File: config.mk
export PLATFORM = sky130hd
export DESIGN_NAME = lpff_queue
export DESIGN_NICKNAME = d
export VERILOG_FILES = /design/src/rtl/lpff_pkg.sv /design/src/rtl/lpff_queue.sv
export SDC_FILE = /design/constraint.sdc
export NUM_CORES = 1
export LEC_CHECK = 0
export BUFFER_PORTS_ARGS = -buffer_cell sky130_fd_sc_hd__buf_2
export CAP_MARGIN = 40
export CORE_MARGIN = 4
export CORE_UTILIZATION = 40
export CTS_CLUSTER_DIAMETER = 80
export DETAILED_ROUTE_END_ITERATION = 12
export SYNTH_ARGS = -nofsm -noshare
export SYNTH_HDL_FRONTEND = slang
export SYNTH_SLANG_ARGS = --single-unit
export TNS_END_PERCENT = 30
File: constraint.sdc
create_clock -name clk -period 4.5 [get_ports clk]
set_input_delay 0.225 -clock clk [delete_from_list [all_inputs] [get_ports clk]]
set_output_delay 0.225 -clock clk [all_outputs]
set_load 0.05 [all_outputs]
File: src/rtl/lpff_pkg.sv
// Shared types, constants and tables of the laser potential-field force block.
package lpff_pkg;

  localparam int MAX_POINTS = 1024;
  localparam int MAX_BEAMS  = 4096;
  localparam int PT_AW      = $clog2(MAX_POINTS);
  localparam int CNT_W      = PT_AW + 1;
  localparam int RAM_AW     = PT_AW + 1;
  localparam int RANGE_W    = 16;
  localparam int IDX_W      = 12;
  localparam int ANG_W      = 16;
  localparam int SUM_W      = 40;
  localparam int Q_DEPTH    = 4;
  localparam int Q_AW       = $clog2(Q_DEPTH);
  localparam int Q_CW       = $clog2(Q_DEPTH + 1);
  localparam int CORDIC_N   = 16;
  localparam int CORDIC_IW  = $clog2(CORDIC_N);
  localparam int CS_W       = 18;
  localparam int Z_W        = 25;
  localparam int DIV_NW     = 56;
  localparam int DIV_DW     = 32;
  localparam int DIV_CW     = $clog2(DIV_NW);

  localparam logic [RANGE_W-1:0] RANGE_LO  = 16'd2048;  // 0.5 m
  localparam logic [RANGE_W-1:0] RANGE_HI  = 16'd4096;  // 1.0 m
  localparam logic [18:0]        NEAR_X5   = 19'd16384; // 5 * 0.8 m
  localparam logic signed [CS_W-1:0] CORDIC_X0 = 18'sd9949;

  typedef enum logic [3:0] {
    CFG_KP_X      = 4'd0,
    CFG_KP_Y      = 4'd1,
    CFG_KD_X      = 4'd2,
    CFG_KD_Y      = 4'd3,
    CFG_REST      = 4'd4,
    CFG_START_ANG = 4'd5,
    CFG_ANG_STEP  = 4'd6,
    CFG_FORCE_LIM = 4'd7
  } cfg_idx_e;

  typedef struct packed {
    logic [15:0] kp_x;
    logic [15:0] kp_y;
    logic [15:0] kd_x;
    logic [15:0] kd_y;
    logic [15:0] rest;
    logic [15:0] start_ang;
    logic [15:0] ang_step;
    logic [15:0] force_lim;
  } cfg_t;

  // One classified beam handed from the front to the back.
  typedef struct packed {
    logic [RANGE_W-1:0] range;
    logic [ANG_W-1:0]   angle;
    logic [PT_AW-1:0]   addr;
    logic               bank;
    logic               keep;
    logic               compute;
    logic               last;
    logic               emit;
    logic [CNT_W-1:0]   n;
  } beam_op_t;

  typedef enum logic [4:0] {
    B_IDLE, B_ISSUE, B_PREP, B_KP_X, B_KD_X, B_KP_Y, B_KD_Y, B_WAIT_CS,
    B_TERM_X, B_TERM_Y, B_LAST, B_DIV_X, B_DIV_Y,
    B_SQ_XH, B_SQ_XM, B_SQ_XL, B_SQ_YH, B_SQ_YM, B_SQ_YL,
    B_CMP, B_SQRT, B_SC_XH, B_SC_XL, B_SDIV_X, B_SC_YH, B_SC_YL, B_SDIV_Y,
    B_OUT
  } back_state_e;

  // atan(2^-i) in units of 2^22 per quarter turn
  function automatic logic signed [Z_W-1:0] cordic_atan(input logic [CORDIC_IW-1:0] i);
    logic signed [Z_W-1:0] v;
    unique case (i)
      4'd0:  v = 25'sd2097152;
      4'd1:  v = 25'sd1238021;
      4'd2:  v = 25'sd654136;
      4'd3:  v = 25'sd332050;
      4'd4:  v = 25'sd166669;
      4'd5:  v = 25'sd83416;
      4'd6:  v = 25'sd41718;
      4'd7:  v = 25'sd20860;
      4'd8:  v = 25'sd10430;
      4'd9:  v = 25'sd5215;
      4'd10: v = 25'sd2608;
      4'd11: v = 25'sd1304;
      4'd12: v = 25'sd652;
      4'd13: v = 25'sd326;
      4'd14: v = 25'sd163;
      default: v = 25'sd81;
    endcase
    return v;
  endfunction

endpackage

File: src/rtl/lpff_queue.sv
// Short queue of classified beams between front and back.
module lpff_queue (
  input  logic               clk,
  input  logic               rst_n,
  input  logic               push_i,
  input  lpff_pkg::beam_op_t op_i,
  output logic               full_o,
  input  logic               pop_i,
  output lpff_pkg::beam_op_t op_o,
  output logic               empty_o
);

  lpff_pkg::beam_op_t          slot_r [lpff_pkg::Q_DEPTH];
  logic [lpff_pkg::Q_AW-1:0]   wr_ptr_r, rd_ptr_r;
  logic [lpff_pkg::Q_CW-1:0]   cnt_r;

  assign full_o  = cnt_r == lpff_pkg::Q_CW'(lpff_pkg::Q_DEPTH);
  assign empty_o = cnt_r == '0;
  assign op_o    = slot_r[rd_ptr_r];

  always_ff @(posedge clk) begin
    if (push_i) begin
      slot_r[wr_ptr_r] <= op_i;
    end
  end

  always_ff @(posedge clk) begin
    if (!rst_n) begin
      wr_ptr_r <= '0;
      rd_ptr_r <= '0;
      cnt_r    <= '0;
    end else begin
      if (push_i) begin
        wr_ptr_r <= wr_ptr_r + 1'b1;
      end
      if (pop_i) begin
        rd_ptr_r <= rd_ptr_r + 1'b1;
      end
      cnt_r <= cnt_r + lpff_pkg::Q_CW'(push_i) - lpff_pkg::Q_CW'(pop_i);
    end
  end

endmodule

; ---- Yosys cells after proc, flatten, opt, wreduce, memory -nomap -nowiden
; Memories as Yosys holds them, arrays and structs flattened. A register that Yosys moved wholly into a read port is not among the register bits.
; Index checks and enable logic that the tools add are counted.
[word_totals]
register_bits = 7
ram_bits = 232
inputBits = 62
out_inout_bits = 60
mem_count = 1
[classes]
n_addsub = 4
n_eq_ne = 1
muxes = 4
n_reduce_logical = 1
[mem_list]
columns = name, depth, width, read_ports, rd_ports_with_merged_regs, wr, line_no
row1 = slot_r, 4, 58, 1, 1, 1, lpff_queue.sv:13  ; lpff_pkg::beam_op_t slot_r [lpff_pkg::Q_DEPTH];
[ops]
columns = cell, count
row1 = 2-bit by 1-bit adder with 2-bit output (second input constant), 2
row2 = 2-bit two-way mux, 2
row3 = 3-bit by 1-bit adder with 3-bit output, 1
row4 = 3-bit equality test (second input constant), 1
row5 = 3-bit zero test, 1
row6 = 3-bit by 1-bit subtractor with 3-bit output, 1
row7 = 1-bit two-way mux, 2

; ---- Logic depth before layout (Yosys ltp)
; Gate-level depths: netlist (run 1).
[logic_depth]
depth_word = 3
ltp_mapped = 7
mapped_depth_nobuf = 7

; ---- Worst setup path before layout (run 1)
; Ideal clock, no wire load.
[synth_timing]
path_kind = register -> register
startpoint = reg wr_ptr_r[0] (netlist name)
endpoint = mem slot_r[2][0] (netlist name), enable pin
t_arrival_ns = 1.914
slack_ns = 2.165
stages_incl_launch_ff = 4
n_path_buf = 0
path_cell_list = dfxtp_1 > inv_1 > ha_1 > and2_1
[synth_rtl]
columns = item, line_no
row1 = "start, declared", lpff_queue.sv:14  ; logic [lpff_pkg::Q_AW-1:0] wr_ptr_r, rd_ptr_r;
row2 = "start signal, assigned", lpff_queue.sv:34  ; wr_ptr_r <= wr_ptr_r + 1'b1;
row3 = "end, declared", lpff_queue.sv:13
; No word-level cell before the write port.

==> results.toml, run 1 <==
[logic_synthesis]
synth_area_leaders = "edfxtp_1 (79%), mux4_2 (15%), dfxtp_1 (2.0%), ha_1 (0.85%), buf_12 (0.68%)"
synthFlopType = "edfxtp_1"
postSynthAreaPerCell_um2 = 25.5
ys_seq_elements = 241
synthesis.area_mm2 = 0.00884
synth_top_area_frac = 0.788
yosysWarningCount = 0
synth_edf_count = 232
yosys.cell_types.count = 21
async_reset_ff_frac = 0
synthCells = 346
synth_nets = 415
seq_area_frac_synth = 0.809
synth_top_area_cell = "edfxtp_1"

[sta]
clock-skew-final_ps = 6.27
setup_viol = 0
fin_crit_ps = 2710
hold_slack_ps = 69.6
slew_headroom = 0.692
rsz0062_at_grt = "no"
finalCritPeriodShare = 0.602
slew_violations = 0
fin_tns_setup_ps = 0
tightest_slew_ps = 463
finalHoldViolations = 0
max_freq_mhz = 369

[worst_setup_path]
rrSetupSlack_ps = 2710
crit_required_ps = 4280
rr_worst_depth = 7
timing.rr.start = "cnt_r[0]"
crit_path_end = "op_o[36]"
reg2reg_to = "cnt_r[2]"
crit_fanout = 32
critPathArrivalTime_ps = 2480
critPathKind = "register to output port"
start_kind = "register"
end_kind = "output port"

[power]
p_per_area_mw_per_mm2 = 480
p_clk_frac = 0.369
p_seq_frac = 0.486
power_mw = 5.39
p_int_mw = 4.05
p_leak_nw = 3.85
switching_power_mw = 1.34
switching_share = 0.248
max-vdd-ir-drop_mv = 0.215
p_comb_frac = 0.145

[floorplanning]
placementRows = 54
core_mm2 = 0.0218
dieArea_mm2 = 0.0245
io_pins = 122
die_w_um = 157
die_h_um = 157
start_util = 0.406

[grt]
grt_pass1_vias = 4540
grt_max_degree = 35
grt_pass1_wl_um = 25000
grt_overflow = 0
track_usage = 0.131
antenna_found_initial = 0

[placed_design]
hpwl_um = 10200
place_congestion = 0.787
portBuffers = 121
dp_cells = 742

[clock_tree]
cts-htree-levels = 1
cts_tree = "done"
root_buffer = "clkbuf_16"
clk_pin_slew_ps = 60
insertion_delay_ps = 500
cts_buffers = 26
clock_sinks = 241
post-cts-setup-buffer-count = 0
cts.path.max_buffers = 3

[detailed_routing]
drc = 0
vias = 4181
wirelength_um = 16100
first_iter_violations = 265
antenna_left = 0
wire_per_inst_um = 18.9
dr.pass1.iters = 4
routed_via_density = 4.93

[finish]
n_fill_cell = 1730
fin_util = 0.516
diodes = 0
fin_nets = 618
stdcell_count = 848
area_growth_pct = 27.1
layout-drive-gt1-share = 0.403

[run_status]
status = "completed"

[worst_hold_path]
worst_hold_path_type = "primary input to register"

[flow_run]
maxCapViolCount = 0
-- how the worst min path moves through the flow --
stage	endpoint	start	cells past startpoint
floorplan	slot_r[0][0]	op_i[0]	0
global placement	slot_r[1][44]	op_i[44]	1
detailed placement	slot_r[1][12]	op_i[12]	1
CTS	register	pop_i	3
global route	register	pop_i	3
finish	register	pop_i	3
-- cells in the mapped netlist (2+ instances only) --
master / instances
edfxtp_1: 232
ha_1: 6
inv_1: 7
buf_2: 3
nor2_1: 5
xnor2_1: 2
dfxtp_1: 9
buf_1: 3
mux4_2: 58
buf_4: 3
and2_1: 6
buf_12: 3
-- registers in the layout, summed over array words and instances (netlist names), named ones only --
name      count
rd_ptr_r      2
wr_ptr_r      2
slot_r      232
cnt_r         3
-- metal layers --
layer  global-route usage  routed length [µm]  up-vias
li1                     -                   -     1872
met1                0.179                6920     2138
met2                0.215                7770      142
met3               0.0277                1040       29
met4               0.0347                 332        0
met5                    0                   0        -
-- cell type report --
cell class,count,area (µm²),area share
Sequential cell,241,7150,0.637
Multi-Input combinational cell,85,1550,0.138
Tap cell,280,350,0.0312
Inverter,7,26.3,0.00234
Timing Repair Buffer,188,1340,0.119
Clock inverter,15,119,0.0106
Clock buffer,32,694,0.0618
-- cells by family (layout without fill, tap and decap cells) --
kind of cell / Yosys count / in the layout / synth area share
xor gates and xnor gates: 3 / 3 / 0.00467
adders and majority gates: 7 / 7 / 0.0108
AOI/OAI and AO/OA: 2 / 2 / 0.00170
DFF: 241 / 241 / 0.809
buffers and inverters: 20 / 242 / 0.0166
muxes: 59 / 59 / 0.149
and+or+nand+nor: 14 / 14 / 0.00850
-- worst max-delay path: stages, from the launching register on --
cell and delay (ps):
dfxtp_4 510, buf_16 300, buf_4 370, mux4_2 560
buf_2 230
-- stage by stage --
stage | setup slack (ps) | area, µm²
5_1_grt | 1590 | 11200
4_1_cts | 1690 | 11200
3_3_place_gp | 2030 | 9700
6_report | 1790 | 11200
2_1_floorplan | 2160 | 8840
3_5_place_dp | 2240 | 9830
-- power groups by stage --
| stage | clock [mW] | sequential [mW] | combinational (mW) |
|---|---|---|---|
| 2_1_floorplan | 0 | 2.65 | 0.567 |
| 3_3_place_gp | 0 | 2.69 | 0.694 |
| 3_5_place_dp | 0 | 2.67 | 0.753 |
| 4_1_cts | 2.04 | 2.62 | 0.796 |
| 5_1_grt | 2.14 | 2.63 | 0.829 |
| 6_report | 1.99 | 2.62 | 0.780 |
-- cells in the final DEF, fill, tap and decap left out, drive strengths merged, types with 5 or more instances in the layout --
cell / count
and2: 6
nor2: 5
dfxtp: 9
edfxtp: 232
buf: 129
clkinv: 12
dlygate4sd3: 59
clkbuf: 32
mux4: 58
inv: 7
ha: 6
-- what timing repair did --
action | in CTS | in global routing
endpoints found under the hold margin | 234 | 0
gates resized for setup | 0 | 0
hold buffers | 59 | 0
(Power assumes the default switching activity.)
==> run 2, diff against run 1 <==
clock period = 2.4 ns   (was 4.5 ns; I/O delays follow)
==> results.toml, run 2 (synthesis results as in run 1) <==
[floorplanning]
dieArea_mm2 = 0.0245
placementRows = 54
die_w_um = 157
start_util = 0.406
io_pins = 122
die_h_um = 157
core_mm2 = 0.0218

[worst_setup_path]
timing.rr.start = "cnt_r[0]"
crit_fanout = 34
crit_chain = "buf_16 -> mux4_2 -> buf_2"
cpMaxStageDelayCell = "mux4_2"
cpPeakStageDelay_ps = 570
crit_cells = 3
critPathArrivalTime_ps = 2120
rrSetupSlack_ps = 660
crit_path_end = "op_o[42]"
reg2reg_to = "cnt_r[2]"
rr_worst_depth = 7
crit_buf_inv = 2
end_kind = "output port"
start_kind = "register"
critical_path.top_delay_family = "multiplexers"
crit_required_ps = 2280
critPathKind = "register to output port"

[finish]
multi_input_area_mm2 = 0.00155
regArea_mm2 = 0.00715
fin_nets = 621
regMostFlops = "slot_r"
layout_common_cells = "edfxtp_1 (232), buf_2 (121), dlygate4sd3_1 (61)"
layout_commonest_cell = "edfxtp_1"
design_area_mm2 = 0.0113
n_fill_cell = 1750
largest_reg_flops = 232
area_growth_pct = 27.9
reg.largest.list = "slot_r x232, cnt_r x3"
diodes = 0
layout-drive-gt1-share = 0.408
stdcell_count = 851

[detailed_routing]
routed_via_density = 4.94
dr.pass1.iters = 4
antenna_left = 0
drc = 0
vias = 4208
wire_per_inst_um = 19.6
first_iter_violations = 245
wirelength_um = 16700

[worst_hold_path]
hp-start = "op_i[33]"
hold_depth = 2
worst_hold_path_type = "primary input to register"

[power]
p_leak_nw = 3.89
p_per_area_mw_per_mm2 = 910
power_mw = 10.3
max-vdd-ir-drop_mv = 0.634

[clock_tree]
cts_tree = "done"
cts.path.max_buffers = 3
insertion_delay_ps = 510
cts_buffers = 26
clock_sinks = 241
clk_pin_slew_ps = 60
root_buffer = "clkbuf_16"
cts-htree-levels = 1

[grt]
grt_pass1_wl_um = 25900
grt_max_degree = 38
grt_overflow = 0
antenna_found_initial = 0
grt_pass1_vias = 4559
track_usage = 0.138

[placed_design]
dp_slack_ps = 621
dp_cells = 743
place_congestion = 0.686
place_area_mm2 = 0.00983
portBuffers = 121
hpwl_um = 9710

[sta]
fin_ws_ps = 157
setup_viol = 0
finalHoldViolations = 0
tightest_slew_ps = 577
fin_tns_setup_ps = 0
slew_headroom = 0.615
rsz0062_at_grt = "no"
slew_violations = 0
max_freq_mhz = 446
finalCritPeriodShare = 0.935
fin_crit_ps = 2240
clock-skew-final_ps = 6.05

[run_status]
status = "completed"

[flow_run]
maxCapViolCount = 0
[run 2: cell types whose count changed in the layout (fill, tap and decap cells not counted)]
cell and delta:
dlygate4sd3_1 +2, clkinv_1 -6, buf_4 +1, bufinv_16 +1
clkbuf_8 +1, clkinv_4 +1, clkbuf_1 +3
[run 2: power by group]
part           internal, mW  switching, mW  leakage (nW)  total (mW)
logic                 0.509          0.968          1.26        1.48
clock network          2.41           1.50         0.417        3.91
registers              4.83         0.0635          2.21        4.90
total                  7.76           2.53          3.89        10.3
[run 2: final cells by class]
type | count | share of cell area
Sequential cell | 241 | 0.633
Timing Repair Buffer | 191 | 0.121
Tap cell | 280 | 0.0310
Inverter | 7 | 0.00232
Multi-Input combinational cell | 85 | 0.137
Clock buffer | 36 | 0.0637
Clock inverter | 11 | 0.0120
[run 2: layer usage]
layer	track usage	vias up	routed length, µm	share of wire
met5	0	-	0	0
met4	0.0343	0	374	0.022
met3	0.0268	29	914	0.055
met2	0.235	125	8390	0.50
met1	0.184	2180	7000	0.42
li1	-	1874	-	-
[run 2: through the flow]
| step | utilization | hold WS, ps |
|---|---|---|
| floorplan | - | 219 |
| CTS | 0.519 | 331 |
| global route | 0.519 | 338 |
| finish | 0.519 | 355 |
| global placement | 0.452 | 329 |
| detailed placement | 0.452 | 337 |
[run 2: worst min-delay path by stage]
stage and to:
2_1_floorplan slot_r[0][0], 3_3_place_gp slot_r[2][33], 3_5_place_dp slot_r[0][33], 4_1_cts slot_r[0][33]
5_1_grt slot_r[0][14], 6_report slot_r[0][33]
[run 2: timing repair]
item / 4_1_cts / 5_1_grt
hold endpoints to repair: 241 / 0
gates resized for setup: 0 / 1
hold buffers: 61 / 0
setup buffers: 0 / 0
setup endpoints to repair: 0 / 2
