## src/rtl/lpff_pkg.sv

```systemverilog
// Shared types, constants and tables of the laser potential-field force block.
package lpff_pkg;

  localparam int MAX_POINTS = 1024;
  localparam int MAX_BEAMS  = 4096;
  localparam int PT_AW      = $clog2(MAX_POINTS);
  localparam int CNT_W      = PT_AW + 1;
  localparam int RAM_AW     = PT_AW + 1;
  localparam int RANGE_W    = 16;
  localparam int IDX_W      = 12;
  localparam int ANG_W      = 16;
  localparam int SUM_W      = 40;
  localparam int Q_DEPTH    = 4;
  localparam int Q_AW       = $clog2(Q_DEPTH);
  localparam int Q_CW       = $clog2(Q_DEPTH + 1);
  localparam int CORDIC_N   = 16;
  localparam int CORDIC_IW  = $clog2(CORDIC_N);
  localparam int CS_W       = 18;
  localparam int Z_W        = 25;
  localparam int DIV_NW     = 56;
  localparam int DIV_DW     = 32;
  localparam int DIV_CW     = $clog2(DIV_NW);

  localparam logic [RANGE_W-1:0] RANGE_LO  = 16'd2048;  // 0.5 m
  localparam logic [RANGE_W-1:0] RANGE_HI  = 16'd4096;  // 1.0 m
  localparam logic [18:0]        NEAR_X5   = 19'd16384; // 5 * 0.8 m
  localparam logic signed [CS_W-1:0] CORDIC_X0 = 18'sd9949;

  typedef enum logic [3:0] {
    CFG_KP_X      = 4'd0,
    CFG_KP_Y      = 4'd1,
    CFG_KD_X      = 4'd2,
    CFG_KD_Y      = 4'd3,
    CFG_REST      = 4'd4,
    CFG_START_ANG = 4'd5,
    CFG_ANG_STEP  = 4'd6,
    CFG_FORCE_LIM = 4'd7
  } cfg_idx_e;

  typedef struct packed {
    logic [15:0] kp_x;
    logic [15:0] kp_y;
    logic [15:0] kd_x;
    logic [15:0] kd_y;
    logic [15:0] rest;
    logic [15:0] start_ang;
    logic [15:0] ang_step;
    logic [15:0] force_lim;
  } cfg_t;

  // One classified beam handed from the front to the back.
  typedef struct packed {
    logic [RANGE_W-1:0] range;
    logic [ANG_W-1:0]   angle;
    logic [PT_AW-1:0]   addr;
    logic               bank;
    logic               keep;
    logic               compute;
    logic               last;
    logic               emit;
    logic [CNT_W-1:0]   n;
  } beam_op_t;

  typedef enum logic [4:0] {
    B_IDLE, B_ISSUE, B_PREP, B_KP_X, B_KD_X, B_KP_Y, B_KD_Y, B_WAIT_CS,
    B_TERM_X, B_TERM_Y, B_LAST, B_DIV_X, B_DIV_Y,
    B_SQ_XH, B_SQ_XM, B_SQ_XL, B_SQ_YH, B_SQ_YM, B_SQ_YL,
    B_CMP, B_SQRT, B_SC_XH, B_SC_XL, B_SDIV_X, B_SC_YH, B_SC_YL, B_SDIV_Y,
    B_OUT
  } back_state_e;

  // atan(2^-i) in units of 2^22 per quarter turn
  function automatic logic signed [Z_W-1:0] cordic_atan(input logic [CORDIC_IW-1:0] i);
    logic signed [Z_W-1:0] v;
    unique case (i)
      4'd0:  v = 25'sd2097152;
      4'd1:  v = 25'sd1238021;
      4'd2:  v = 25'sd654136;
      4'd3:  v = 25'sd332050;
      4'd4:  v = 25'sd166669;
      4'd5:  v = 25'sd83416;
      4'd6:  v = 25'sd41718;
      4'd7:  v = 25'sd20860;
      4'd8:  v = 25'sd10430;
      4'd9:  v = 25'sd5215;
      4'd10: v = 25'sd2608;
      4'd11: v = 25'sd1304;
      4'd12: v = 25'sd652;
      4'd13: v = 25'sd326;
      4'd14: v = 25'sd163;
      default: v = 25'sd81;
    endcase
    return v;
  endfunction

endpackage

```

## src/rtl/lpff_front.sv

```systemverilog
// Front end: accepts beats, windows ranges, tracks point counts and banks.
module lpff_front (
  input  logic                         clk,
  input  logic                         rst_n,
  input  logic                         in_valid,
  output logic                         in_ready,
  input  logic [lpff_pkg::RANGE_W-1:0] in_beam_range,
  input  logic [lpff_pkg::IDX_W-1:0]   in_beam_index,
  input  logic                         in_last_beam,
  input  lpff_pkg::cfg_t               cfg_i,
  input  logic                         q_full_i,
  output logic                         q_push_o,
  output lpff_pkg::beam_op_t           q_op_o
);

  logic [lpff_pkg::CNT_W-1:0] cur_cnt_r, prev_cnt_r, cur_cnt_nxt, prev_cnt_nxt;
  logic                       primed_r, bank_r, primed_nxt, bank_nxt;
  logic                       accept, in_win, idx_ok, cnt_ok, near, keep, compute;
  logic [lpff_pkg::CNT_W-1:0] cnt_after;
  logic [27:0]                ang_prod;
  logic [18:0]                range_x5;

  assign in_ready = !q_full_i;
  assign accept   = in_valid && in_ready;

  assign in_win   = (in_beam_range >= lpff_pkg::RANGE_LO) &&
                    (in_beam_range <= lpff_pkg::RANGE_HI);
  assign idx_ok   = 32'(in_beam_index) < lpff_pkg::MAX_BEAMS;
  assign cnt_ok   = 32'(cur_cnt_r) < lpff_pkg::MAX_POINTS;
  assign range_x5 = 19'(in_beam_range) * 19'd5;
  assign near     = range_x5 < lpff_pkg::NEAR_X5;
  assign keep     = idx_ok && in_win && cnt_ok;
  assign compute  = keep && primed_r && (cur_cnt_r < prev_cnt_r) && near;
  assign cnt_after = cur_cnt_r + lpff_pkg::CNT_W'(keep);
  assign ang_prod = {16'd0, in_beam_index} * {12'd0, cfg_i.ang_step};

  always_comb begin
    q_op_o.range   = in_beam_range;
    q_op_o.angle   = cfg_i.start_ang + ang_prod[lpff_pkg::ANG_W-1:0];
    q_op_o.addr    = cur_cnt_r[lpff_pkg::PT_AW-1:0];
    q_op_o.bank    = bank_r;
    q_op_o.keep    = keep;
    q_op_o.compute = compute;
    q_op_o.last    = in_last_beam;
    q_op_o.emit    = in_last_beam && primed_r;
    q_op_o.n       = (cnt_after < prev_cnt_r) ? cnt_after : prev_cnt_r;
    q_push_o       = accept;

    cur_cnt_nxt  = cur_cnt_r;
    prev_cnt_nxt = prev_cnt_r;
    primed_nxt   = primed_r;
    bank_nxt     = bank_r;
    if (accept) begin
      if (in_last_beam) begin
        prev_cnt_nxt = cnt_after;
        cur_cnt_nxt  = '0;
        primed_nxt   = 1'b1;
        bank_nxt     = !bank_r;
      end else begin
        cur_cnt_nxt = cnt_after;
      end
    end
  end

  always_ff @(posedge clk) begin
    if (!rst_n) begin
      cur_cnt_r  <= '0;
      prev_cnt_r <= '0;
      primed_r   <= 1'b0;
      bank_r     <= 1'b0;
    end else begin
      cur_cnt_r  <= cur_cnt_nxt;
      prev_cnt_r <= prev_cnt_nxt;
      primed_r   <= primed_nxt;
      bank_r     <= bank_nxt;
    end
  end

endmodule

```

## config.mk

```make
export PLATFORM = sky130hd
export DESIGN_NAME = lpff_front
export DESIGN_NICKNAME = d
export VERILOG_FILES = /design/src/rtl/lpff_pkg.sv /design/src/rtl/lpff_front.sv
export SDC_FILE = /design/constraint.sdc
export NUM_CORES = 1
export LEC_CHECK = 0
export BUFFER_PORTS_ARGS = -buffer_cell sky130_fd_sc_hd__buf_2
export CAP_MARGIN = 10
export CORE_ASPECT_RATIO = 2
export CORE_MARGIN = 2
export CORE_UTILIZATION = 57
export CTS_CLUSTER_SIZE = 30
export DETAILED_ROUTE_END_ITERATION = 8
export PLACE_DENSITY = 0.89
export SYNTH_ARGS = -nofsm -noshare
export SYNTH_HDL_FRONTEND = slang
export SYNTH_SLANG_ARGS = --single-unit
```

## constraint.sdc

```tcl
create_clock -name clk -period 10.7 [get_ports clk]
set_clock_uncertainty 0.1 [all_clocks]
set_input_delay 1.07 -clock clk [delete_from_list [all_inputs] [get_ports clk]]
set_output_delay 1.07 -clock clk [all_outputs]
set_load 0.005 [all_outputs]
```

* After elaboration in Yosys (flattened, before gate mapping) *
Index checks and enable logic that the tools add are counted.
Widths: inputs -> output; s select.

cells by class
  order comparisons = 6
  mux-type cells = 2
  $mul = 2
  $add $sub $neg = 2
  reductions and logical operators = 10

operators with widths
  cell                   number
  $lt 11x11->1           2
  $mux 11                2
  $lt 19x15->1 const B   1
  $mul 16x3->19 const B  1
  $add 16x16->16         1
  $ge 16x12->1 const B   1
  $le 16x13->1 const B   1
  $mul 12x16->16         1
  $add 11x1->11          1
  $lt 11x11->1 const B   1
  $logic_and 1x1->1      7
  $logic_not 1->1        2
  $reduce_and 2->1       1

storage, ports and cells
  flip-flop bits (word level) = 24
  word-level logic and storage cells = 26
  output and inout bits = 60

* Logic depth before layout (Yosys ltp) *
Gate-level depths: netlist of run 1.

  depth after elaboration = 6
  mapped depth = 19
  mapped depth without buffers = 18

* Worst setup path after synthesis of run 1 *
No wires, ideal clock.

  path kind = input to output
  start point = input cfg_i[22] in the netlist's numbering
  end point = output q_op_o[41] in the netlist's numbering
  data arrival time = 5,635 ps
  cell stages on the path = 19
  path slack = 3,895 ps
  required time = 9,530 ps
  path buffers = 1
  cell sequence = buf_2 and2_1 fa_1 inv_1 fa_1 inv_1 fa_1 fa_1 inv_1 fa_1 inv_1 ha_1 a21oi_1 nand2_1 a41oi_2 o21ai_2 or4_1 a31oi_1 xnor2_1

RTL lines
  what             RTL line          RTL
  start, declared  lpff_front.sv:10  input lpff_pkg::cfg_t cfg_i,
  end, declared    lpff_front.sv:13  output lpff_pkg::beam_op_t q_op_o

==> flow_metrics.tcl, run 1 <==
set metrics [dict create \
    drive_above_1_share 0.175 \
    tns_ns 0 \
    setup_viol 0 \
    cts_setup_buffers 0 \
    route.detailed.drc 0 \
    die_w_um 78.9 \
    worst-path-buf-inv 6 \
    die-area_um2 12100 \
    n_antenna_cell 0 \
    grt_pass1_wl_mm 25.8 \
    regArea_um2 480 \
    status "finished, final reports clean" \
    cts_tree "built" \
    dp_hpwl_mm 13.2 \
    gr-usage-met3 0.0217 \
    cts_buffers 3 \
    drt-total-wl_mm 15.5 \
    swShare 0.494 \
    start_util 0.584 \
    grt.total_usage 0.269 \
    htreeDepth 1 \
    clock.fmax_mhz 135 \
    cap_violations 0 \
    antenna_found_initial 0 \
    cts_root_buf "clkbuf_16" \
    nFillCells 892 \
    multi_input_area_um2 5010 \
    globalplace.congestion 0.927 \
    grt-ovfl-total 0 \
    fin_nets 1162 \
    synth_top_area_cell "fa_1" \
    crit_arrival_ns 6.24 \
    power_frac_comb 0.879 \
    grt_pass1_vias 5753 \
    clockPowerShare 0.060 \
    io_pins 221 \
    power.density_nw_per_um2 219 \
    ys_ff_latch 24 \
    syn_nets 1086 \
    synth_top_cells_by_area "fa_1 (29%), ha_1 (17%), inv_1 (9.0%)" \
    io_buffer_count 124 \
    critPathLaunch "in_beam_index[2]" \
    syn_to_final_growth_pct 8.91 \
    final_max_slew_viol_count 0 \
    path_class "in -> out" \
    initialDrtViolationCount 218 \
    crit_chain "buf_2, and2_1, fa_1, inv_1, fa_1, inv_1, fa_1, fa_1, inv_1, fa_1, inv_1, ha_1, a21oi_1, nand2_1, a41oi_2, o21ai_2, or4_1, a31oi_1, xnor2_1, buf_2" \
    firstDrtPassIters 4 \
    postCtsHoldBufs 0 \
    cts_max_path_buffers 2 \
    yosysWarnings 0 \
    synth_edf_count 0 \
    critical_path_required_ns 9.53 \
    critical_path.top_delay_family "adder cells" \
    synth.avg_cell_area_um2 8.56 \
    busiest_layer "met2" \
    start_kind "input port" \
    met2_usage 0.562 \
    hp-start "prev_cnt_r[1]" \
    rsz0062_at_grt "no" \
    synth-main-ff-cell "dfxtp_1" \
    syn_inst 747 \
    grt_use_met1 0.235 \
    fin_crit_sh 0.692 \
    fp.dieH_um 154 \
    synth_cell_types 48 \
    wl_per_cell_um 16.1 \
    cts.sinks 24 \
    power_frac_seq 0.061 \
    yosys-top-cells-count "inv_1 (154), nand2_1 (93), fa_1 (92), ha_1 (86), and2_1 (64)" \
    crit_top_cell "fa_1" \
    num_vias 5186 \
    intPower_w 0.000772 \
    rr_startpoint "cur_cnt_r[10]" \
    ctsResizeCount 0 \
    rows 54 \
    insertion_delay_ns 0.27 \
    viasPerCell 5.39 \
    power.leakage_nw 3.81 \
    hp-class "reg -> reg" \
    ir_drop_mv 0.227 \
    netlist_area_um2 6390 \
    p_sw_w 0.000752 \
    core_area_um2 10900 \
    ant_nets 0 \
    clk_pin_slew_ns 0.07 \
    cp_max_fo 14 \
    end_kind "output port" \
    async_flop_share 0 \
    worst_slew_pin_slew_ns 0.746 \
    yosysMostFrequentCell "inv_1" \
    yosysTopAreaCellShare 0.288 \
    crit_slowest_cell "fa_1" \
    slowest_delay_ns 0.54 \
    seq_area_frac_synth 0.0752 \
    hold_slack_ns 0.392 \
    slew_headroom 0.502 \
    grt_max_degree 25 \
    fin_crit_ns 7.41 \
    hold_viol 0 \
]
-- worst paths after layout --
check | to | slack, ns | depth (start not counted)
setup / recovery | q_op_o[41] | 3.29 | 20
hold / removal | prev_cnt_r[1] | 0.39 | 2
setup reg to reg | prev_cnt_r[8] | 7.69 | 8
hold reg to reg | prev_cnt_r[1] | 0.39 | 2
-- cell families (layout without fill, tap and decap cells) --
logic type / Yosys count / count (layout) / synth area share
muxes: 11 / 11 / 0.0194
xor gates and xnor gates: 43 / 43 / 0.0589
AOI/OAI and AO/OA: 76 / 76 / 0.0856
adders and majority gates: 178 / 178 / 0.457
buffers and inverters: 208 / 283 / 0.141
DFF: 24 / 24 / 0.0752
and+or+nand+nor: 207 / 207 / 0.163
-- power by group through the flow --
stage / Sequential (W) / Clock [W] / Combinational [W]
after global placement: 0.0000945 / 0 / 0.00130
after detailed placement: 0.0000946 / 0 / 0.00135
after CTS: 0.0000926 / 0.0000932 / 0.00135
final: 0.0000925 / 0.0000920 / 0.00134
after global routing: 0.0000928 / 0.0000961 / 0.00152
after floorplan: 0.0000942 / 0 / 0.000922
-- area by class of cell --
class / instances / area share
clock buffers: 4 / 0.0128
inverters: 154 / 0.0830
multi-input cells: 515 / 0.720
flip-flops and latches: 24 / 0.0690
well taps: 140 / 0.0252
repair buffers: 125 / 0.0902
-- worst register-to-register path: stages (launching register included) --
cell and delay [ns]:
dfxtp_1 0.35, or4_1 0.53, a21oi_1 0.31, ha_1 0.29, ha_1 0.24, and3_1 0.34, and3_1 0.26, xor2_1 0.32
o211a_1 0.21
-- through the flow --
stage	std cells	cell area [µm²]	utilization	worst slack [ns]	total power, W
2_1_floorplan	747	6390	-	3.89	0.00102
3_3_place_gp	958	6870	0.628	3.34	0.00139
3_5_place_dp	958	6870	0.628	3.33	0.00144
4_1_cts	962	6960	0.636	3.32	0.00154
5_1_grt	962	6960	0.636	3.12	0.00171
6_report	962	6960	0.636	3.29	0.00152
-- layout by cell type, fill, tap and decap left out, types with 2 or more instances in the layout --
cell type	instances
inv_1	154
buf_2	124
nand2_1	93
fa_1	92
ha_1	86
and2_1	64
xnor2_1	34
dfxtp_1	24
o21ai_0	17
a21oi_1	11
mux2_2	11
a21o_1	10
xor2_1	9
o211a_1	9
nand3_1	8
nor2_1	8
nor2b_1	7
and3_1	5
nand2b_1	5
o21a_1	5
a22oi_1	5
nor4_1	4
or4_1	4
nand4_1	3
clkbuf_16	3
a31oi_1	2
a211oi_1	2
nor3b_1	2
a21boi_0	2
-- flip-flops by register name (all words and copies together), names as in the netlist --
name and flops:
primed_r 1, prev_cnt_r 11, cur_cnt_r 11, bank_r 1
-- metal layers --
layer,up-vias,wire length [µm]
met3,48,715
met5,-,0
met4,0,816
li1,2445,-
met2,177,9140
met1,2516,4790
No activity file was read; power rests on OpenSTA's default activity.
==> run 2, diff against run 1 <==
- CORE_UTILIZATION: 57 -> 48
- PLACE_DENSITY: 0.89 -> 0.8
- clock period: 10.7 -> 6.7 ns (I/O delays scaled with it)
==> run 2 against run 1 <==
Total power increased by 65%. Routed wire length increased by 3.4%. Setup slack got worse by 3.1 ns. Largest cell class unchanged.
==> flow_metrics.tcl, run 2 (same netlist as run 1, synthesis figures left out) <==
set metrics [dict create \
    cap_violations 0 \
    largestRegisters "cur_cnt_r x11, prev_cnt_r x11" \
    die-area_um2 14300 \
    start_kind "input port" \
    rsz0062_at_grt "no" \
    final_max_slew_viol_count 0 \
    path_class "in -> out" \
    viasPerCell 5.38 \
    worst_slew_pin_slew_ns 0.731 \
    critical_path_required_ns 5.93 \
    grt.total_usage 0.229 \
    multi_input_area_um2 5030 \
    grt-ovfl-total 0 \
    route.detailed.drc 0 \
    end_kind "output port" \
    setup_viol 0 \
    fin_crit_sh 0.964 \
    start_util 0.492 \
    drt-total-wl_mm 16.0 \
    finalPower_w 0.00252 \
    grt_max_degree 25 \
    hold_viol 0 \
    cts_root_buf "clkbuf_16" \
    postCtsHoldBufs 0 \
    io_buffer_count 124 \
    cts_max_path_buffers 2 \
    die_w_um 85.6 \
    initialDrtViolationCount 156 \
    clk_pin_slew_ns 0.06 \
    cts_setup_buffers 0 \
    antenna_found_initial 0 \
    grt_pass1_wl_mm 26.0 \
    globalplace.congestion 0.855 \
    ir_drop_mv 0.816 \
    rows 59 \
    fin_nets 1167 \
    regArea_um2 480 \
    gr-usage-met3 0.0168 \
    cp_max_fo 10 \
    met2_usage 0.480 \
    cts.sinks 24 \
    drive_above_1_share 0.183 \
    dp_hpwl_mm 13.8 \
    nFillCells 1195 \
    dpl_worst_slack_ns 0.179 \
    insertion_delay_ns 0.26 \
    n_antenna_cell 0 \
    htreeDepth 1 \
    grt_use_met1 0.202 \
    worst_slack_ns 0.239 \
    cts_buffers 3 \
    busiest_layer "met2" \
    crit_arrival_ns 5.69 \
    grt_pass1_vias 5755 \
    wl_per_cell_um 16.3 \
    fin_crit_ns 6.46 \
    firstDrtPassIters 4 \
    final_common_cell "inv_1" \
    status "finished, final reports clean" \
    final_cell_mix "inv_1 (154), buf_2 (124), nand2_1 (93), fa_1 (92), ha_1 (85)" \
    ant_nets 0 \
    hp-class "reg -> reg" \
    num_vias 5266 \
    power.leakage_nw 3.84 \
    core_area_um2 13000 \
    tns_ns 0 \
    syn_to_final_growth_pct 10.3 \
    io_pins 221 \
    clock.fmax_mhz 155 \
    fp.dieH_um 167 \
    slew_headroom 0.512 \
    power.density_nw_per_um2 357 \
    cts_tree "built" \
]
[run 2: path summary, 6_finish.rpt]
path	start	to	slack (ns)	cells past startpoint
worst min-delay path	prev_cnt_r[1]	prev_cnt_r[1]	0.39	2
worst max register to register	cur_cnt_r[10]	prev_cnt_r[8]	3.72	8
worst max-delay path	cfg_i[22]	q_op_o[41]	0.24	20
worst min register to register	prev_cnt_r[1]	prev_cnt_r[1]	0.39	2
[run 2: per-stage QoR]
step	instance area [µm²]	hold WS [ns]	utilization	cells
6_report	7050	0.386	0.543	979
5_1_grt	7050	0.437	0.543	979
4_1_cts	7030	0.386	0.541	979
3_5_place_dp	6920	0.377	0.533	975
3_3_place_gp	6920	0.365	0.533	975
2_1_floorplan	6390	0.354	-	747
[run 2: area by class of cell]
cell class                 instances  area share
multi-input combinational        515       0.714
clock inverter                     1     0.00426
timing repair buffer             130      0.0944
clock buffer                       3      0.0106
tap                              152      0.0270
inverter                         154      0.0820
sequential                        24      0.0682
[run 2: worst max-delay path: stages]
cell	delay, ns
buf_2	0.18
and2_1	0.20
fa_1	0.54
inv_1	0.06
fa_1	0.50
inv_1	0.06
fa_1	0.46
fa_1	0.49
inv_1	0.05
fa_1	0.54
inv_1	0.05
ha_2	0.33
a21oi_1	0.15
nand2_1	0.10
a41oi_4	0.24
o21ai_2	0.13
or4_1	0.43
a31oi_2	0.23
xnor2_1	0.13
buf_2	0.13
[run 2: what timing repair did]
action	4_1_cts	5_1_grt
endpoints found under the hold margin	0	0
endpoints found under the setup margin	0	1
resized for setup	0	3
[run 2: report_power, final]
group	switching (W)	internal, W	leakage (nW)	total [W]
clock	0.0000557	0.000119	0.0511	0.000175
combinational	0.00117	0.00103	3.59	0.00220
sequential	0.00000182	0.000146	0.195	0.000148
[run 2: layer usage]
layer,wire length [µm],up-vias
met5,0,-
met4,895,0
met3,645,53
met2,9590,186
met1,4850,2569
li1,-,2458
